`config.mk`:
```
export PLATFORM = sky130hd
export DESIGN_NAME = dfu_request_engine
export DESIGN_NICKNAME = d
export VERILOG_FILES = /design/src/rtl/core/dfu_pkg.sv /design/src/rtl/core/dfu_in_stage.sv /design/src/rtl/core/dfu_core.sv /design/src/rtl/core/dfu_out_stage.sv /design/src/rtl/core/dfu_request_engine.sv
export SDC_FILE = /design/constraint.sdc
export NUM_CORES = 1
export LEC_CHECK = 0
export BUFFER_PORTS_ARGS = -buffer_cell sky130_fd_sc_hd__buf_2
export CAP_MARGIN = 15
export CORE_MARGIN = 2
export CORE_UTILIZATION = 30
export DETAILED_ROUTE_END_ITERATION = 10
export MAX_ROUTING_LAYER = met4
export PLACE_DENSITY = 0.44
export SLEW_MARGIN = 20
export SYNTH_ARGS = -nofsm -noshare
export SYNTH_HDL_FRONTEND = slang
export SYNTH_SLANG_ARGS = --single-unit
```
`constraint.sdc`:
```
create_clock -name clock -period 5.65 [get_ports clock]
set_clock_uncertainty 0.05 [all_clocks]
set_input_delay 0.8475 -clock clock [delete_from_list [all_inputs] [get_ports clock]]
set_output_delay 0.8475 -clock clock [all_outputs]
set_load 0.02 [all_outputs]
```
`src/rtl/core/dfu_pkg.sv`:
```
// Shared types, codes and constants of the firmware-upgrade request engine.
`default_nettype none

package dfu_pkg;

   localparam int MODE_W = 4;
   localparam int BLK_W = 16;
   localparam int LEN_W = 16;
   localparam int BYTE_W = 8;
   localparam int REG_W = 16;
   localparam int OUT_ADDR_W = 16;
   localparam int XLEN_W = 7;
   localparam int STATE_W = 2;
   localparam int STATUS_W = 2;
   localparam int CSR_INDEX_W = 1;
   localparam int REQ_DATA_W = 40;
   localparam int RSP_DATA_W = 40;

   localparam int PAGE_SIZE = 512;
   localparam int PAGE_MASK = PAGE_SIZE - 1;

   localparam logic [MODE_W-1:0] MODE_DETACH    = 4'd0;
   localparam logic [MODE_W-1:0] MODE_DOWNLOAD  = 4'd1;
   localparam logic [MODE_W-1:0] MODE_UPLOAD    = 4'd2;
   localparam logic [MODE_W-1:0] MODE_GETSTATUS = 4'd3;
   localparam logic [MODE_W-1:0] MODE_CLRSTATUS = 4'd4;
   localparam logic [MODE_W-1:0] MODE_GETSTATE  = 4'd5;
   localparam logic [MODE_W-1:0] MODE_ABORT     = 4'd6;
   localparam logic [MODE_W-1:0] MODE_DATA      = 4'd7;

   localparam logic [STATE_W-1:0] STATE_IDLE   = 2'd0;
   localparam logic [STATE_W-1:0] STATE_DNIDLE = 2'd1;
   localparam logic [STATE_W-1:0] STATE_UPIDLE = 2'd2;
   localparam logic [STATE_W-1:0] STATE_ERROR  = 2'd3;

   localparam logic [STATUS_W-1:0] STAT_OK   = 2'd0;
   localparam logic [STATUS_W-1:0] STAT_ADDR = 2'd1;
   localparam logic [STATUS_W-1:0] STAT_UNK  = 2'd2;

   localparam logic [CSR_INDEX_W-1:0] CSR_REGION_START = 1'b0;
   localparam logic [CSR_INDEX_W-1:0] CSR_REGION_SIZE  = 1'b1;

   typedef enum logic [3:0] {
      PS_IDLE   = 4'b0001,
      PS_DNIDLE = 4'b0010,
      PS_UPIDLE = 4'b0100,
      PS_ERROR  = 4'b1000
   } proto_state_type;

   typedef struct packed {
      logic [BYTE_W-1:0] data_byte;
      logic [LEN_W-1:0]  req_length;
      logic [BLK_W-1:0]  block_num;
      logic [MODE_W-1:0] mode;
   } req_item_type;

   typedef struct packed {
      logic                  download_done;
      logic [BYTE_W-1:0]     wr_data;
      logic                  do_write;
      logic                  do_erase;
      logic [XLEN_W-1:0]     xfer_len;
      logic [OUT_ADDR_W-1:0] addr;
      logic [STATUS_W-1:0]   status_out;
      logic [STATE_W-1:0]    state_out;
      logic                  ack;
   } rsp_item_type;

   function automatic logic [STATE_W-1:0] state_code(proto_state_type s);
      logic [STATE_W-1:0] code;
      case (s)
         PS_IDLE:   code = STATE_IDLE;
         PS_DNIDLE: code = STATE_DNIDLE;
         PS_UPIDLE: code = STATE_UPIDLE;
         PS_ERROR:  code = STATE_ERROR;
         default:   code = STATE_ERROR;
      endcase
      return code;
   endfunction

endpackage

`default_nettype wire

```
`src/rtl/core/dfu_in_stage.sv`:
```
// Input register of the request engine: holds one request word until it is processed.
`default_nettype none

module dfu_in_stage (
   input  wire logic                             clock,
   input  wire logic                             reset,
   input  wire logic                             req_tvalid,
   output logic                                  req_tready,
   // block_num, req_length, data_byte
   input  wire logic [dfu_pkg::REQ_DATA_W-1:0]   req_tdata,
   // mode
   input  wire logic [dfu_pkg::MODE_W-1:0]       req_tuser,
   input  wire logic                             take,
   output logic                                  item_valid,
   output dfu_pkg::req_item_type                 item
);
   import dfu_pkg::*;

   logic         valid_ff;
   logic         valid_in;
   req_item_type item_ff;

   assign req_tready = !valid_ff || take;
   assign valid_in   = req_tready ? req_tvalid : valid_ff;

   always_ff @(posedge clock) begin
      if (reset) begin
         valid_ff <= 1'b0;
      end else begin
         valid_ff <= valid_in;
      end
   end

   always_ff @(posedge clock) begin
      if (req_tready && req_tvalid) begin
         item_ff.mode       <= req_tuser;
         item_ff.block_num  <= req_tdata[15:0];
         item_ff.req_length <= req_tdata[31:16];
         item_ff.data_byte  <= req_tdata[39:32];
      end
   end

   assign item_valid = valid_ff;
   assign item       = item_ff;

endmodule

`default_nettype wire

```
`src/rtl/core/dfu_core.sv`:
```
// Protocol state, configuration registers and per-word request evaluation.
`default_nettype none

module dfu_core #(
   parameter int MAX_PACKET = 64,
   parameter int ADDR_WIDTH = 16
) (
   input  wire logic                               clock,
   input  wire logic                               reset,
   input  wire logic                               csr_we,
   input  wire logic [dfu_pkg::CSR_INDEX_W-1:0]    csr_index,
   input  wire logic [dfu_pkg::REG_W-1:0]          csr_wdata,
   input  wire logic                               step_en,
   input  wire dfu_pkg::req_item_type              item,
   output dfu_pkg::rsp_item_type                   result
);
   import dfu_pkg::*;

   localparam int CW = ((ADDR_WIDTH > 17) ? ADDR_WIDTH : 17) + 1;
   localparam logic [CW-1:0] AMASK_W = {{(CW - ADDR_WIDTH){1'b0}}, {ADDR_WIDTH{1'b1}}};
   localparam logic [CW-1:0] MAXP_W = CW'(MAX_PACKET);
   localparam logic [CW-1:0] PMASK_W = CW'(PAGE_MASK);

   logic [REG_W-1:0]      region_start_ff;
   logic [REG_W-1:0]      region_size_ff;
   proto_state_type       state_ff;
   proto_state_type       state_in;
   logic [STATUS_W-1:0]   status_ff;
   logic [STATUS_W-1:0]   status_in;
   logic [BLK_W-1:0]      expected_ff;
   logic [BLK_W-1:0]      expected_in;
   logic [ADDR_WIDTH-1:0] cursor_ff;
   logic [ADDR_WIDTH-1:0] cursor_in;
   logic [XLEN_W-1:0]     pending_ff;
   logic [XLEN_W-1:0]     pending_in;
   logic                  finished_ff;
   logic                  finished_in;

   logic [CW-1:0]         rs_w;
   logic [CW-1:0]         end_w;
   logic [CW-1:0]         cur_base;
   logic [CW-1:0]         cur_w;
   logic [CW-1:0]         len_w;
   logic [CW-1:0]         sum_w;
   logic [CW-1:0]         left_w;
   logic [CW-1:0]         addr_w;
   logic [BLK_W-1:0]      exp_base;
   logic [BLK_W-1:0]      prev_blk;
   logic                  is_idle;
   logic                  ack;
   logic [XLEN_W-1:0]     xlen;
   logic                  erase;
   logic                  write;
   logic [BYTE_W-1:0]     wdata;

   always_ff @(posedge clock) begin
      if (reset) begin
         region_start_ff <= '0;
         region_size_ff  <= '0;
      end else if (csr_we) begin
         unique case (csr_index)
            CSR_REGION_START: region_start_ff <= csr_wdata;
            CSR_REGION_SIZE:  region_size_ff  <= csr_wdata;
            default: ;
         endcase
      end
   end

   always_comb begin
      rs_w     = CW'(region_start_ff);
      end_w    = rs_w + CW'(region_size_ff);
      is_idle  = (state_ff == PS_IDLE);
      cur_w    = CW'(cursor_ff);
      cur_base = is_idle ? (rs_w & AMASK_W) : cur_w;
      exp_base = is_idle ? item.block_num : expected_ff;
      prev_blk = expected_ff - BLK_W'(1);
      len_w    = CW'(item.req_length);
      sum_w    = cur_base + len_w;
      left_w   = end_w - cur_base;

      state_in    = state_ff;
      status_in   = status_ff;
      expected_in = expected_ff;
      cursor_in   = cursor_ff;
      pending_in  = (item.mode == MODE_DATA) ? pending_ff : '0;
      finished_in = finished_ff;
      ack         = 1'b0;
      addr_w      = '0;
      xlen        = '0;
      erase       = 1'b0;
      write       = 1'b0;
      wdata       = '0;

      case (item.mode) inside
         MODE_DETACH, MODE_GETSTATUS, MODE_GETSTATE: begin
            ack = 1'b1;
         end
         MODE_CLRSTATUS, MODE_ABORT: begin
            state_in  = PS_IDLE;
            status_in = STAT_OK;
            ack       = 1'b1;
         end
         MODE_DOWNLOAD: begin
            if (state_ff == PS_IDLE || state_ff == PS_DNIDLE) begin
               ack = 1'b1;
               if (is_idle) begin
                  expected_in = item.block_num;
                  cursor_in   = cur_base[ADDR_WIDTH-1:0];
               end
               if (is_idle || item.block_num != prev_blk) begin
                  if (item.block_num != exp_base) begin
                     state_in  = PS_ERROR;
                     status_in = STAT_UNK;
                  end else if (item.req_length == '0) begin
                     state_in    = PS_IDLE;
                     finished_in = 1'b1;
                  end else begin
                     expected_in = exp_base + BLK_W'(1);
                     if (cur_base < rs_w || sum_w > end_w) begin
                        state_in  = PS_ERROR;
                        status_in = STAT_ADDR;
                        ack       = 1'b0;
                     end else if (len_w > MAXP_W) begin
                        state_in  = PS_ERROR;
                        status_in = STAT_UNK;
                        ack       = 1'b0;
                     end else begin
                        pending_in = item.req_length[XLEN_W-1:0];
                        state_in   = PS_DNIDLE;
                     end
                  end
               end
            end
         end
         MODE_UPLOAD: begin
            if (state_ff == PS_IDLE || state_ff == PS_UPIDLE) begin
               ack = 1'b1;
               if (is_idle) begin
                  expected_in = item.block_num;
                  cursor_in   = cur_base[ADDR_WIDTH-1:0];
               end
               if ((!is_idle && item.block_num == prev_blk) ||
                   item.block_num != exp_base) begin
                  state_in  = PS_ERROR;
                  status_in = STAT_UNK;
               end else begin
                  expected_in = exp_base + BLK_W'(1);
                  if (cur_base < rs_w || cur_base > end_w) begin
                     state_in  = PS_ERROR;
                     status_in = STAT_ADDR;
                  end else if (len_w > MAXP_W) begin
                     state_in  = PS_ERROR;
                     status_in = STAT_UNK;
                  end else begin
                     addr_w = cur_base;
                     if (left_w < len_w) begin
                        xlen      = left_w[XLEN_W-1:0];
                        cursor_in = end_w[ADDR_WIDTH-1:0];
                        state_in  = PS_IDLE;
                     end else begin
                        xlen      = item.req_length[XLEN_W-1:0];
                        cursor_in = sum_w[ADDR_WIDTH-1:0];
                        state_in  = PS_UPIDLE;
                     end
                  end
               end
            end
         end
         MODE_DATA: begin
            if (pending_ff != '0) begin
               ack        = 1'b1;
               addr_w     = cur_w;
               write      = 1'b1;
               wdata      = item.data_byte;
               erase      = ((cur_w & PMASK_W) == '0);
               cursor_in  = cursor_ff + ADDR_WIDTH'(1);
               pending_in = pending_ff - XLEN_W'(1);
            end
         end
         default: ;
      endcase
   end

   always_ff @(posedge clock) begin
      if (reset) begin
         state_ff    <= PS_IDLE;
         status_ff   <= STAT_OK;
         expected_ff <= '0;
         cursor_ff   <= '0;
         pending_ff  <= '0;
         finished_ff <= 1'b0;
      end else if (step_en) begin
         state_ff    <= state_in;
         status_ff   <= status_in;
         expected_ff <= expected_in;
         cursor_ff   <= cursor_in;
         pending_ff  <= pending_in;
         finished_ff <= finished_in;
      end
   end

   always_comb begin
      result.ack           = ack;
      result.state_out     = state_code(state_in);
      result.status_out    = status_in;
      result.addr          = addr_w[OUT_ADDR_W-1:0];
      result.xfer_len      = xlen;
      result.do_erase      = erase;
      result.do_write      = write;
      result.wr_data       = wdata;
      result.download_done = finished_in;
   end

   assert property (@(posedge clock) disable iff (reset)
      (state_ff != PS_ERROR) |-> (status_ff == STAT_OK))
      else $error("status is not ok outside the error state");

   assert property (@(posedge clock) disable iff (reset)
      (step_en && pending_ff != '0 && item.mode == MODE_DATA) |=>
         (pending_ff == $past(pending_ff) - XLEN_W'(1)))
      else $error("pending byte count did not step down on a data byte");

endmodule

`default_nettype wire

```
`src/rtl/core/dfu_out_stage.sv`:
```
// Result register of the request engine: holds one response word until it is taken.
`default_nettype none

module dfu_out_stage (
   input  wire logic                             clock,
   input  wire logic                             reset,
   input  wire logic                             load,
   input  wire dfu_pkg::rsp_item_type            result,
   output logic                                  free,
   output logic                                  rsp_tvalid,
   input  wire logic                             rsp_tready,
   // ack, state_out, status_out, addr, xfer_len, do_erase, do_write, wr_data,
   // download_done, zero fill
   output logic [dfu_pkg::RSP_DATA_W-1:0]        rsp_tdata
);
   import dfu_pkg::*;

   logic         valid_ff;
   logic         valid_in;
   rsp_item_type data_ff;

   assign free     = !valid_ff || rsp_tready;
   assign valid_in = free ? load : valid_ff;

   always_ff @(posedge clock) begin
      if (reset) begin
         valid_ff <= 1'b0;
      end else begin
         valid_ff <= valid_in;
      end
   end

   always_ff @(posedge clock) begin
      if (load) begin
         data_ff <= result;
      end
   end

   assign rsp_tvalid = valid_ff;
   assign rsp_tdata  = {{(RSP_DATA_W - $bits(rsp_item_type)){1'b0}}, data_ff};

endmodule

`default_nettype wire

```
`src/rtl/core/dfu_request_engine.sv`:
```
// An accepted word is presented as a response once it is loaded into the result register.
// Throughput: one request or data word per cycle, set by the single evaluation step between
// the input register and the result register; a stalled response stops input after one word.
// Reset is synchronous and active high; it clears the protocol state, the cursor,
// the block counter, the done flag, both region registers and both stage valid flags.
`default_nettype none

module dfu_request_engine #(
   parameter int MAX_PACKET = 64,
   parameter int ADDR_WIDTH = 16
) (
   input  wire logic                             clock,
   input  wire logic                             reset,
   input  wire logic                             csr_we,
   input  wire logic [dfu_pkg::CSR_INDEX_W-1:0]  csr_index,
   input  wire logic [dfu_pkg::REG_W-1:0]        csr_wdata,
   input  wire logic                             req_tvalid,
   output logic                                  req_tready,
   // block_num, req_length, data_byte
   input  wire logic [dfu_pkg::REQ_DATA_W-1:0]   req_tdata,
   // mode
   input  wire logic [dfu_pkg::MODE_W-1:0]       req_tuser,
   output logic                                  rsp_tvalid,
   input  wire logic                             rsp_tready,
   // ack, state_out, status_out, addr, xfer_len, do_erase, do_write, wr_data,
   // download_done, zero fill
   output logic [dfu_pkg::RSP_DATA_W-1:0]        rsp_tdata
);
   import dfu_pkg::*;

   logic         item_valid;
   logic         out_free;
   logic         advance;
   req_item_type item;
   rsp_item_type result;

   assign advance = item_valid && out_free;

   dfu_in_stage u_in (
      .clock      (clock),
      .reset      (reset),
      .req_tvalid (req_tvalid),
      .req_tready (req_tready),
      .req_tdata  (req_tdata),
      .req_tuser  (req_tuser),
      .take       (advance),
      .item_valid (item_valid),
      .item       (item)
   );

   dfu_core #(
      .MAX_PACKET (MAX_PACKET),
      .ADDR_WIDTH (ADDR_WIDTH)
   ) u_core (
      .clock     (clock),
      .reset     (reset),
      .csr_we    (csr_we),
      .csr_index (csr_index),
      .csr_wdata (csr_wdata),
      .step_en   (advance),
      .item      (item),
      .result    (result)
   );

   dfu_out_stage u_out (
      .clock      (clock),
      .reset      (reset),
      .load       (advance),
      .result     (result),
      .free       (out_free),
      .rsp_tvalid (rsp_tvalid),
      .rsp_tready (rsp_tready),
      .rsp_tdata  (rsp_tdata)
   );

   assert property (@(posedge clock) disable iff (reset)
      (advance && result.do_erase) |-> (result.do_write && result.ack))
      else $error("erase command without an acknowledged write");

   assert property (@(posedge clock) disable iff (reset)
      (advance && result.xfer_len != '0) |->
         (result.ack && !result.do_write && result.xfer_len <= XLEN_W'(MAX_PACKET)))
      else $error("upload length without an acknowledged upload");

   assert property (@(posedge clock) disable iff (reset)
      (item_valid && !out_free) |=> (item_valid && $stable(item)))
      else $error("pending request word lost while the response stalled");

   assert property (@(posedge clock)
      $past(reset) |-> (!rsp_tvalid && req_tready))
      else $error("stages not empty after reset");

endmodule

`default_nettype wire

```
### Word-level counts from Yosys, hierarchy flattened

Cells that the tools add are included.

| storage, ports and cells | value |
|---|---|
| flip-flop bits (word level) | 163 |
| latch bits | 0 |
| RAM bits | 0 |
| ROM bits | 0 |
| input port bits | 66 |
| logic and storage cells | 182 |
| memories | 0 |

| cells by class | value |
|---|---|
| add/subtract/negate cells | 7 |
| multipliers | 0 |
| div/mod/pow operators | 0 |
| magnitude comparators | 5 |
| eq/ne operators | 18 |
| shift-type cells | 0 |
| multiplexer cells | 89 |
| bitwise logic cells | 7 |
| reductions and logical operators | 33 |

Operators with widths:

| kind | count |
|---|---|
| two-way mux 16 bit | 28 |
| two-way mux 7 bit | 14 |
| two-way mux 4 bit | 14 |
| greater-than comparator 18 bit | 2 |
| less-than comparator 18 x 16 -> 1 bit | 2 |
| adder 16 x 1 -> 16 bit (second input constant) | 2 |
| != test 16 bit | 2 |
| two-way mux 2 bit | 13 |
| equality test 4 x 3 -> 1 bit (second input constant) | 6 |
| adder 18 x 16 -> 18 bit | 1 |
| zero test 18 bit | 1 |
| two-way mux 1 bit | 18 |
| subtractor 18 bit | 1 |
| adder 16 x 16 -> 17 bit | 1 |
| equality test 16 bit | 1 |
| equality test 4 x 2 -> 1 bit (second input constant) | 4 |
| greater-than comparator 16 x 7 -> 1 bit (second input constant) | 1 |
| zero test 16 bit | 1 |
| subtractor 16 x 1 -> 16 bit (second input constant) | 1 |
| equality test 4 x 1 -> 1 bit (second input constant) | 3 |
| OR reduction 11 bit | 1 |
| OR reduction 9 bit | 1 |
| logical OR 1 bit | 8 |
| inverter 1 bit | 7 |
| other kinds (19) | 26 |

### Logic depth before layout (Yosys ltp)

Gate-level depths: netlist of run 1.

| depth | value |
|---|---|
| depth after elaboration | 15 |
| depth in mapped cells | 31 |
| gate-level depth less buffers | 25 |

### By module

A second synthesis of run 1 with hierarchy kept.

| second synthesis, totals | value |
|---|---|
| cell total of the unflattened synthesis | 1509 |
| area total of the unflattened synthesis | 12522.0 µm² |

By module, submodules not included:

| module | instances | cells an instance | area an instance (µm²) |
|---|---|---|---|
| dfu_core | 1 | 1414 | 9910.8 |
| dfu_in_stage | 1 | 49 | 1376.3 |
| dfu_out_stage | 1 | 45 | 1228.7 |
| dfu_request_engine | 1 | 1 | 6.3 |

### Worst setup path before layout of run 1

No wires, ideal clock.

| timing path | value |
|---|---|
| path kind | register to register |
| start point | register u_core.state_ff[0] |
| end point | register u_out.data_ff (netlist bit u_out.rsp_tdata[2]) (data pin) |
| arrival time | 5.560 ns |
| path slack | -0.230 ns |
| stages on the path, launching flop included | 28 |
| period minus slack after synthesis | 5.880 ns |
| path through | dfxtp_1 -> clkbuf_2 -> or4b_4 -> buf_6 -> clkbuf_1 -> clkbuf_1 -> clkbuf_1 -> a21oi_1 -> inv_1 -> ha_1 -> a211oi_1 -> o21ai_0 -> a31oi_1 -> o21ai_1 -> a21o_1 -> a21oi_1 -> o21bai_1 -> a21oi_1 -> xnor2_1 -> ha_1 -> nand3_1 -> or4_1 -> nor3_1 -> nand4_1 -> o211a_1 -> o41a_1 -> a21oi_1 -> o211ai_1 |

RTL lines:

| what | line | text |
|---|---|---|
| start, declared | dfu_core.sv:26 | `proto_state_type state_ff;` |
| start signal, assigned | dfu_core.sv:193 | `state_ff <= state_in;` |
| end signal, assigned | dfu_out_stage.sv:35 | `data_ff <= result;` |
| end, declared | dfu_out_stage.sv:20 | `rsp_item_type data_ff;` |

==> results.yml, run 1 <==
power:
  net_switching_power_of_the_design_uw: 1250
  combinationalPowerShare_pct: 30.7
  vdd.ir_drop.worst_v: 0.000183
  netSwitchingFraction_pct: 33.3
  clockPowerShare_pct: 33.6
  intPower_uw: 2490
  share_seq_of_total_power_pct: 35.8
  power_density_mw_per_mm2: 253
  total_leakage_power_uw: 0.00592
timing:
  report.final.setup_viol: 0
  period_minus_slack_ns: 5.44
  final_min_period_over_clock_period_pct: 96.3
  worst_hold_margin_ns: 0.410
  actual_slew_at_the_worst_max_slew_pin_ns: 0.963
  hold_violations: 0
  max-slew-margin-rel_pct: 35.6
  final_max_slew_viol_count: 0
  setup_tns_ns: 0
  max_clock_freq_ghz: 0.184
run:
  timing.max_cap.violations: 0
die:
  die_width_um: 208
  pin_count: 108
  starting_utilization_of_the_core_area_pct: 30.5
  core_area_mm2: 0.0409
  dieHeight_um: 208
  die_area_mm2: 0.0432
  placement_rows: 74
worst_setup_path:
  reg2reg_to: "u_out.rsp_tdata[2]"
  cp_data_arrival_time_ns: 5.68
  timing.critical_path.required_ns: 5.89
  setup.reg_to_reg.worst_slack_ns: 0.21
  r2r_start: "u_core.state_ff[3]"
  startpoint_type: "flop"
  number_of_cells_traversed_by_the_worst_register_to_register_path: 25
  path_class: "reg -> reg"
  worstSetupEndpointType: "flop"
  worstPathMaxFanout: 8
detailed_routing:
  route.final.wire_length_um: 41500
  route.vias.total: 11500
  drt-vias-per-instance: 5.31
  dr_iter_0_viols: 892
  wl_per_cell_um: 19.2
  detail-route-antenna-nets: 0
  detail_route.drc_violations: 0
  drt_first_pass_iters: 6
clock_tree:
  root_buffer_selected_by_cts: "sky130_fd_sc_hd__clkbuf_16"
  tritoncts_clock_tree: "yes"
  clk-insertion-delay-late_ns: 0.46
  clockBufferDepth: 2
  cts.sink_count: 163
  cts_buffers: 17
  htree_num_levels: 4
  cts.reportedPaths.clkPinSlew_ns: 0.07
global_routing:
  grt_first_pass_wirelength_um: 63300
  grtUsageTotal_pct: 19.4
  largest_net_degree_at_the_start_of_global_routing: 59
  aggregate_global_routing_overflow: 0
  antenna_found_initial: 4
  grt_pass1_vias: 11000
synthesis:
  synth_edf_count: 83
  synth_ff_type: "sky130_fd_sc_hd__edfxtp_1"
  synth.ff_latch_count: 163
  yosys_warnings: 0
  synth_area_mm2: 0.0125
  synth_sequential_area_ratio_pct: 32.9
  synth_async_sr_flop_share_pct: 0
  net_count_of_the_mapped_netlist: 1655
  synth_area_per_cell_um2: 8.37
  synthesis.instances: 1489
  netlist-cell-type-count: 88
layout:
  synthToLayoutAreaGrowth_pct: 18.8
  nNetsFinal: 1779
  final_common_cell: "sky130_fd_sc_hd__nand2_1"
  fillerInstances: 4311
  utilization_pct: 36.2
  most-common-layout-cells: "sky130_fd_sc_hd__nand2_1 (172), sky130_fd_sc_hd__a21oi_1 (124), sky130_fd_sc_hd__nor2_1 (115)"
  post_route_cells_drive_above_1_share_pct: 17.2
outcome:
  run_status: "finished, final reports clean"
hold_path:
  whs_path_depth: 2
  min_delay_worst_endpoint: "u_core.finished_ff"
  hold_path.class: "reg -> reg"
  hold_start: "u_core.finished_ff"
placed_design:
  dp.final_hpwl_um: 31500
  number_of_port_buffers: 106
  routabilityCongestion: 0.935
-- stage by stage --
| stage | total power [µW] | instance area (µm²) | instances | setup slack [ns] |
|---|---|---|---|---|
| floorplan | 2090 | 12500 | 1489 | 0.0378 |
| global placement | 2420 | 13900 | 2115 | 0.123 |
| detailed placement | 2420 | 13900 | 2115 | 0.0456 |
| CTS | 3690 | 14500 | 2147 | 0.0227 |
| global route | 3940 | 14800 | 2162 | -0.0207 |
| finish | 3740 | 14800 | 2163 | 0.208 |
-- Yosys cell counts, drive strengths merged (6+ instances only) --
cell type	instances	share of area (%)
a211oi	15	0.98
a21o	32	2.0
a21oi	132	5.3
a221o	7	0.56
a22oi	15	0.90
a31oi	24	1.2
and2	15	0.75
and3	14	0.70
buf	20	0.96
clkbuf	59	1.8
dfxtp	80	13
edfxtp	83	20
ha	97	9.7
inv	93	2.8
mux2i	30	2.4
nand2	172	5.2
nand2b	16	0.80
nand3	43	1.7
nand3b	8	0.48
nand4	10	0.50
nor2	118	3.6
nor2b	15	0.75
nor3	29	1.2
nor4	15	1.0
o2111ai	7	0.49
o211ai	16	0.96
o21a	21	1.3
o21ai	87	3.5
o21bai	8	0.48
o221ai	6	0.42
o22ai	11	0.55
o31a	6	0.42
o41ai	8	0.68
or3	7	0.35
xnor2	67	4.7
xor2	26	1.8
-- kinds of logic after synthesis --
logic type / after synthesis / share of synthesized area (%)
xor gates and xnor gates: 94 / 6.72
adders and majority gates: 101 / 10.3
buffers and inverters: 174 / 5.62
DFF: 163 / 32.9
muxes: 34 / 2.80
other: 1 / 0.0301
and+or+nand+nor: 483 / 18.5
AOI/OAI and AO/OA: 439 / 23.2
-- worst max-delay path by stage --
stage	start	to	slack, ns
after floorplan	u_core.state_ff[0]	u_out.rsp_tdata[2]	0.04
after global placement	u_core.state_ff[1]	u_core.pending_ff[4]	0.12
after detailed placement	u_core.state_ff[1]	u_core.pending_ff[3]	0.05
after CTS	u_core.state_ff[1]	u_core.pending_ff[3]	0.02
after global routing	u_core.state_ff[3]	u_out.rsp_tdata[2]	-0.02
final	u_core.state_ff[3]	u_out.rsp_tdata[2]	0.21
-- routing by layer --
metal | vias up | global-route usage, % | wire, µm
li1 | 5668 | - | -
met1 | 5464 | 27.4 | 20900
met2 | 311 | 27.5 | 17300
met3 | 47 | 3.56 | 2340
met4 | 0 | 6.82 | 1060
met5 | - | - | 0
-- worst max-delay path, cell delays in order, from the launching register on --
cell and delay [ns]:
sky130_fd_sc_hd__dfxtp_2 0.34, sky130_fd_sc_hd__or4b_4 0.67, sky130_fd_sc_hd__buf_12 0.19, sky130_fd_sc_hd__nor2_1 0.08, sky130_fd_sc_hd__a21oi_1 0.06, sky130_fd_sc_hd__inv_1 0.10, sky130_fd_sc_hd__ha_1 0.24, sky130_fd_sc_hd__buf_4 0.16
sky130_fd_sc_hd__o21a_1 0.10, sky130_fd_sc_hd__o31a_1 0.13, sky130_fd_sc_hd__o21a_1 0.21, sky130_fd_sc_hd__o21a_1 0.20, sky130_fd_sc_hd__nor2_1 0.08, sky130_fd_sc_hd__nor2_1 0.05, sky130_fd_sc_hd__nor2_1 0.14, sky130_fd_sc_hd__o21bai_1 0.08
sky130_fd_sc_hd__a21o_1 0.18, sky130_fd_sc_hd__ha_4 0.28, sky130_fd_sc_hd__nand3_2 0.09, sky130_fd_sc_hd__or4_4 0.54, sky130_fd_sc_hd__nor3_2 0.11, sky130_fd_sc_hd__nand4_1 0.14, sky130_fd_sc_hd__o211a_4 0.21, sky130_fd_sc_hd__o41a_1 0.47
sky130_fd_sc_hd__and3_1 0.17, sky130_fd_sc_hd__o211ai_1 0.17
-- registers in the layout, summed over array words and instances, names as in the netlist --
register / flops
u_core.region_start_ff: 16
u_core.expected_ff: 16
u_core.finished_ff: 1
u_core.region_size_ff: 16
u_core.cursor_ff: 16
u_out.rsp_tvalid: 1
u_core.pending_ff: 7
u_core.status_ff: 2
u_core.state_ff: 4
u_out.rsp_tdata: 39
u_in.item_valid: 1
u_in.item: 44
-- layout make-up --
type / count / area [µm²] / area share, %
diodes: 5 / 12.5 / 0.0845
clock buffers: 20 / 447 / 3.02
clock inverters: 12 / 171 / 1.16
inverters: 95 / 358 / 2.42
multi-input cells: 1153 / 7870 / 53.2
flip-flops and latches: 163 / 4100 / 27.7
well taps: 532 / 666 / 4.50
repair buffers: 183 / 1190 / 8.01
-- repair_timing --
action,CTS,global route
gates resized for setup,0,40
endpoints found under the setup margin,0,38
setup buffers,0,7
hold buffers,0,0
-- power by group through the flow --
stage / registers [µW] / clock network, µW / logic [µW]
after floorplan: 1360 / 0 / 730
after global placement: 1360 / 0 / 1050
after detailed placement: 1360 / 0 / 1060
after CTS: 1340 / 1290 / 1060
after global routing: 1340 / 1340 / 1260
final: 1340 / 1260 / 1150
No activity file was read; power rests on OpenSTA's default activity.
==> run 2: changes to the inputs <==
--- a/config.mk
+++ b/config.mk
@@ -8,10 +8,10 @@
 export BUFFER_PORTS_ARGS = -buffer_cell sky130_fd_sc_hd__buf_2
 export CAP_MARGIN = 15
 export CORE_MARGIN = 2
-export CORE_UTILIZATION = 30
+export CORE_UTILIZATION = 50
 export DETAILED_ROUTE_END_ITERATION = 10
 export MAX_ROUTING_LAYER = met4
-export PLACE_DENSITY = 0.44
+export PLACE_DENSITY = 0.68
 export SLEW_MARGIN = 20
 export SYNTH_ARGS = -nofsm -noshare
 export SYNTH_HDL_FRONTEND = slang
==> run 2 against run 1 <==
Critical path type unchanged. Largest cell class unchanged. Clock-buffer cell count down 3. Sequential power is essentially flat. Design area is 2.3% lower. Core utilization grew 23 points. Worst setup slack gained 0.029 ns. Largest power group unchanged.
==> results.yml, run 2 (synthesized netlist as in run 1, its figures left out) <==
outcome:
  run_status: "finished, final reports clean"
worst_setup_path:
  worstPathMaxFanout: 7
  startpoint_type: "flop"
  r2r_start: "u_core.state_ff[2]"
  path_class: "reg -> reg"
  cp_data_arrival_time_ns: 5.54
  timing.critical_path.required_ns: 5.78
  reg2reg_to: "u_out.rsp_tdata[2]"
  setup.reg_to_reg.worst_slack_ns: 0.24
  worstSetupEndpointType: "flop"
  number_of_cells_traversed_by_the_worst_register_to_register_path: 21
power:
  power_density_mw_per_mm2: 258
  total_leakage_power_uw: 0.00586
  vdd.ir_drop.worst_v: 0.000180
timing:
  hold_violations: 0
  max-slew-margin-rel_pct: 33.9
  actual_slew_at_the_worst_max_slew_pin_ns: 0.988
  max_clock_freq_ghz: 0.185
  period_minus_slack_ns: 5.41
  worst_hold_margin_ns: 0.414
  final_min_period_over_clock_period_pct: 95.8
  report.final.setup_viol: 0
  final_max_slew_viol_count: 0
hold_path:
  min_delay_worst_endpoint: "u_core.pending_ff[6]"
  whs_path_depth: 2
  hold_path.class: "reg -> reg"
  hold_start: "u_core.pending_ff[6]"
placed_design:
  number_of_port_buffers: 106
  dp.final_hpwl_um: 26700
  place.detailed.instances: 1901
  routabilityCongestion: 0.988
  post_dp_cell_area_mm2: 0.0135
layout:
  n_antenna_cell: 0
  regArea_mm2: 0.00410
  utilization_pct: 59.3
  fillerInstances: 2197
  largest_register_ff_count: 44
  nNetsFinal: 1772
  synthToLayoutAreaGrowth_pct: 16.0
  finish.instance_area_mm2: 0.0145
  multi_input_comb_area_mm2: 0.00788
  post_layout_nonfiller_instances: 1943
  most-common-layout-cells: "sky130_fd_sc_hd__nand2_1 (172), sky130_fd_sc_hd__a21oi_1 (120), sky130_fd_sc_hd__nor2_1 (114)"
  post_route_cells_drive_above_1_share_pct: 17.4
  final_common_cell: "sky130_fd_sc_hd__nand2_1"
clock_tree:
  cts.reportedPaths.clkPinSlew_ns: 0.07
  root_buffer_selected_by_cts: "sky130_fd_sc_hd__clkbuf_16"
  htree_num_levels: 4
  cts.sink_count: 163
  tritoncts_clock_tree: "yes"
  clk-insertion-delay-late_ns: 0.44
  cts_buffers: 17
  clockBufferDepth: 2
detailed_routing:
  dr_iter_0_viols: 1008
  drt-vias-per-instance: 6.03
  drt_first_pass_iters: 5
  route.final.wire_length_um: 36100
  route.vias.total: 11700
  wl_per_cell_um: 18.6
  detail-route-antenna-nets: 0
  detail_route.drc_violations: 0
die:
  placement_rows: 57
  die_width_um: 162
  pin_count: 108
  core_area_mm2: 0.0244
  starting_utilization_of_the_core_area_pct: 51.1
  dieHeight_um: 162
  die_area_mm2: 0.0262
global_routing:
  aggregate_global_routing_overflow: 0
  largest_net_degree_at_the_start_of_global_routing: 62
  grt_first_pass_wirelength_um: 56300
  grt_pass1_vias: 10800
  antenna_found_initial: 0
  grtUsageTotal_pct: 27.7
run:
  timing.max_cap.violations: 0
==> run 2: final cells by class <==
class	instances	area share, %
clock inverter	15	1.28
tap	324	2.80
multi-input combinational	1153	54.5
timing repair buffer	176	7.65
sequential	163	28.3
clock buffer	17	2.94
inverter	95	2.47
==> run 2: metrics by stage <==
step / total power [µW] / setup slack [ns] / TNS, ns
after floorplan: 2090 / 0.0378 / 0
after global placement: 2400 / 0.190 / 0
after detailed placement: 2410 / 0.122 / 0
after CTS: 3630 / 0.0891 / 0
after global routing: 3900 / -0.0280 / -0.0467
final: 3730 / 0.237 / 0
==> run 2: how the worst max path moves through the flow <==
stage          slack [ns]                    to                from  depth (start not counted)
2_1_floorplan        0.04    u_out.rsp_tdata[2]  u_core.state_ff[0]                         29
6_report             0.24    u_out.rsp_tdata[2]  u_core.state_ff[2]                         21
3_3_place_gp         0.19    u_out.rsp_tdata[1]  u_core.state_ff[1]                         21
3_5_place_dp         0.12    u_out.rsp_tdata[3]  u_core.state_ff[1]                         21
4_1_cts              0.09  u_core.pending_ff[4]  u_core.state_ff[1]                         21
5_1_grt             -0.03    u_out.rsp_tdata[2]  u_core.state_ff[2]                         24
==> run 2: worst max-delay path: stages (launching register included) <==
cell	delay [ns]
sky130_fd_sc_hd__dfxtp_2	0.34
sky130_fd_sc_hd__or4b_4	0.63
sky130_fd_sc_hd__nor2_2	0.17
sky130_fd_sc_hd__a21oi_4	0.06
sky130_fd_sc_hd__inv_2	0.09
sky130_fd_sc_hd__ha_2	0.21
sky130_fd_sc_hd__inv_1	0.07
sky130_fd_sc_hd__fa_2	0.38
sky130_fd_sc_hd__nor2b_2	0.14
sky130_fd_sc_hd__o21ai_1	0.11
sky130_fd_sc_hd__o22ai_1	0.27
sky130_fd_sc_hd__o221a_2	0.28
sky130_fd_sc_hd__o21ai_0	0.07
sky130_fd_sc_hd__nor2b_1	0.14
sky130_fd_sc_hd__xnor2_1	0.19
sky130_fd_sc_hd__ha_1	0.23
sky130_fd_sc_hd__maj3_1	0.34
sky130_fd_sc_hd__a221o_1	0.37
sky130_fd_sc_hd__o211a_4	0.30
sky130_fd_sc_hd__o41a_1	0.46
sky130_fd_sc_hd__a21oi_1	0.13
sky130_fd_sc_hd__o211ai_1	0.11
==> run 2: timing repair <==
| item | CTS | global route |
|---|---|---|
| buffers inserted | 0 | 8 |
| endpoints found under the setup margin | 0 | 40 |
| hold buffers | 0 | 0 |
| resized for setup | 0 | 48 |
==> run 2: layer usage <==
metal	vias to the layer above	global-route usage [%]	routed length, µm
met5	-	-	0
met4	0	7.60	739
met3	48	5.08	3190
met2	520	40.9	15600
met1	5503	39.2	16600
li1	5643	-	-
==> run 2: report_power, final <==
part,internal [µW],switching [µW]
registers,1290,43.5
logic,512,661
clock network,638,580
total,2440,1280
==> run 3: changes to the inputs <==
--- a/config.mk
+++ b/config.mk
@@ -8,10 +8,10 @@
 export BUFFER_PORTS_ARGS = -buffer_cell sky130_fd_sc_hd__buf_2
 export CAP_MARGIN = 15
 export CORE_MARGIN = 2
-export CORE_UTILIZATION = 50
+export CORE_UTILIZATION = 55
 export DETAILED_ROUTE_END_ITERATION = 10
 export MAX_ROUTING_LAYER = met4
-export PLACE_DENSITY = 0.68
+export PLACE_DENSITY_LB_ADDON = 0.05
 export SLEW_MARGIN = 20
 export SYNTH_ARGS = -nofsm -noshare
 export SYNTH_HDL_FRONTEND = slang
==> run 3 against run 2 <==
Fmax decreased by 0.76%. Global-route usage increased by 2.6 points. Register-to-register slack got worse by 0.04 ns. Design area decreased by 1.3%. Largest power group unchanged. Worst setup slack got worse by 0.041 ns. Via count decreased by 1.4%. Wire length decreased by 0.55%. Highest routed layer unchanged. Worst hold slack got worse by 0.0049 ns.
==> results.yml, run 3 (synthesized netlist as in run 1, its figures left out) <==
global_routing:
  largest_net_degree_at_the_start_of_global_routing: 62
  antenna_found_initial: 0
  grt_pass1_vias: 10500
  grtUsageTotal_pct: 30.3
  aggregate_global_routing_overflow: 0
  grt_first_pass_wirelength_um: 55700
power:
  netSwitchingFraction_pct: 35.1
  intPower_uw: 2350
  vdd.ir_drop.worst_v: 0.000210
  combinationalPowerShare_pct: 30.7
  net_switching_power_of_the_design_uw: 1270
  share_seq_of_total_power_pct: 36.8
  clockPowerShare_pct: 32.5
  fin_total_pwr_uw: 3630
  power_density_mw_per_mm2: 254
  total_leakage_power_uw: 0.00579
detailed_routing:
  drt-vias-per-instance: 6.10
  detail_route.drc_violations: 0
  detail-route-antenna-nets: 0
  wl_per_cell_um: 19.0
  drt_first_pass_iters: 5
  dr_iter_0_viols: 988
  route.final.wire_length_um: 35900
  route.vias.total: 11500
die:
  dieHeight_um: 155
  die_area_mm2: 0.0239
  placement_rows: 55
  pin_count: 108
  starting_utilization_of_the_core_area_pct: 55.5
  die_width_um: 155
  core_area_mm2: 0.0224
timing:
  actual_slew_at_the_worst_max_slew_pin_ns: 1.04
  final_max_slew_viol_count: 0
  hold_violations: 0
  max_clock_freq_ghz: 0.183
  max-slew-margin-rel_pct: 30.2
  report.final.setup_viol: 0
  period_minus_slack_ns: 5.45
  final_min_period_over_clock_period_pct: 96.5
layout:
  n_antenna_cell: 0
  post_route_cells_drive_above_1_share_pct: 16.5
  nNetsFinal: 1761
  synthToLayoutAreaGrowth_pct: 14.6
  most-common-layout-cells: "sky130_fd_sc_hd__nand2_1 (172), sky130_fd_sc_hd__a21oi_1 (124), sky130_fd_sc_hd__nor2_1 (115)"
  post_layout_nonfiller_instances: 1893
  fillerInstances: 1983
  largest_register_ff_count: 44
  final_common_cell: "sky130_fd_sc_hd__nand2_1"
worst_setup_path:
  reg2reg_to: "u_out.rsp_tdata[2]"
  timing.critical_path.required_ns: 5.87
  cp_data_arrival_time_ns: 5.68
  r2r_start: "u_core.state_ff[2]"
  worstPathMaxFanout: 6
  startpoint_type: "flop"
  setup.reg_to_reg.worst_slack_ns: 0.20
  path_class: "reg -> reg"
  number_of_cells_traversed_by_the_worst_register_to_register_path: 24
  worstSetupEndpointType: "flop"
placed_design:
  number_of_port_buffers: 106
  dp.final_hpwl_um: 27000
  place.detailed.instances: 1851
  routabilityCongestion: 0.948
clock_tree:
  htree_num_levels: 4
  clk-insertion-delay-late_ns: 0.44
  root_buffer_selected_by_cts: "sky130_fd_sc_hd__clkbuf_16"
  tritoncts_clock_tree: "yes"
  cts.reportedPaths.clkPinSlew_ns: 0.07
  cts.sink_count: 163
  cts_hold_buffers: 0
  clockBufferDepth: 2
  cts_buffers: 17
hold_path:
  min_delay_worst_endpoint: "u_core.pending_ff[6]"
  whs_path_depth: 2
  hold_start: "u_core.pending_ff[6]"
  hold_path.class: "reg -> reg"
run:
  timing.max_cap.violations: 0
outcome:
  run_status: "finished, final reports clean"
## run 3: cell types whose count changed in the layout (fill, tap and decap cells not counted), moves of 3 or more
cell                         before  now
sky130_fd_sc_hd__clkinvlp_4       0    3
sky130_fd_sc_hd__buf_4           66   56
sky130_fd_sc_hd__a21oi_2         10    6
sky130_fd_sc_hd__a21oi_1        120  124
## run 3: final cells by class
| type | count | area [µm²] | share of cell area, % |
|---|---|---|---|
| Timing Repair Buffer | 165 | 1020 | 7.12 |
| Clock buffer | 17 | 425 | 2.98 |
| Sequential cell | 163 | 4090 | 28.7 |
| Tap cell | 285 | 357 | 2.50 |
| Clock inverter | 15 | 168 | 1.17 |
| Inverter | 95 | 358 | 2.51 |
| Multi-Input combinational cell | 1153 | 7860 | 55.0 |
## run 3: metrics by stage
step | area [µm²] | utilization [%] | TNS [ns] | hold slack (ns) | setup slack (ns)
final | 14300 | 63.6 | 0 | 0.409 | 0.195
after global routing | 14300 | 63.6 | -0.0277 | 0.435 | -0.0126
after CTS | 14000 | 62.5 | 0 | 0.407 | 0.000976
after detailed placement | 13400 | 59.9 | 0 | 0.397 | 0.0434
after global placement | 13400 | 59.9 | 0 | 0.393 | 0.161
after floorplan | 12500 | - | 0 | 0.378 | 0.0378
## run 3: worst max-delay path, cell delays in order, from the launching register on
cell and delay [ns]:
sky130_fd_sc_hd__dfxtp_1 0.33, sky130_fd_sc_hd__or4b_4 0.64, sky130_fd_sc_hd__a21oi_4 0.19, sky130_fd_sc_hd__inv_1 0.10, sky130_fd_sc_hd__ha_2 0.21, sky130_fd_sc_hd__inv_1 0.09, sky130_fd_sc_hd__fa_2 0.23, sky130_fd_sc_hd__nor2b_2 0.05
sky130_fd_sc_hd__o31a_1 0.27, sky130_fd_sc_hd__o21a_1 0.21, sky130_fd_sc_hd__o21a_1 0.23, sky130_fd_sc_hd__nor2_1 0.10, sky130_fd_sc_hd__nor2_1 0.05, sky130_fd_sc_hd__nor2_2 0.14, sky130_fd_sc_hd__o21bai_1 0.08, sky130_fd_sc_hd__a21o_1 0.18
sky130_fd_sc_hd__ha_1 0.30, sky130_fd_sc_hd__nand3_2 0.11, sky130_fd_sc_hd__or4_1 0.55, sky130_fd_sc_hd__nor3_2 0.12, sky130_fd_sc_hd__nand4_1 0.14, sky130_fd_sc_hd__o211a_1 0.21, sky130_fd_sc_hd__o41a_1 0.38, sky130_fd_sc_hd__and3_1 0.17
sky130_fd_sc_hd__o211ai_1 0.16
## run 3: metal layers
| layer | wire (µm) | vias to the layer above | global-route usage (%) |
|---|---|---|---|
| met1 | 17000 | 5409 | 44.0 |
| li1 | - | 5611 | - |
| met2 | 15300 | 459 | 43.6 |
| met5 | 0 | - | - |
| met4 | 787 | 0 | 8.95 |
| met3 | 2810 | 70 | 4.85 |
## run 3: power groups by stage
| stage | sequential, µW | combinational, µW | clock [µW] |
|---|---|---|---|
| CTS | 1330 | 1040 | 1200 |
| detailed placement | 1360 | 1030 | 0 |
| global placement | 1360 | 1030 | 0 |
| finish | 1340 | 1110 | 1180 |
| global route | 1340 | 1210 | 1230 |
| floorplan | 1360 | 730 | 0 |
## run 3: repair_timing
item,in CTS,in global routing
resized for setup,0,42
hold endpoints to repair,0,0
setup endpoints to repair,0,40
setup buffers,0,8
## run 3: how the worst max path moves through the flow
stage                               from                   end  slack [ns]  depth (start not counted)
4_1_cts               u_core.state_ff[1]  u_core.pending_ff[3]       0.001                         22
6_report              u_core.state_ff[2]    u_out.rsp_tdata[2]        0.20                         24
3_5_place_dp          u_core.state_ff[1]  u_core.pending_ff[3]        0.04                         22
2_1_floorplan         u_core.state_ff[0]    u_out.rsp_tdata[2]        0.04                         29
5_1_grt        u_core.region_start_ff[0]   u_core.cursor_ff[7]       -0.01                         26
3_3_place_gp          u_core.state_ff[1]  u_core.pending_ff[4]        0.16                         22
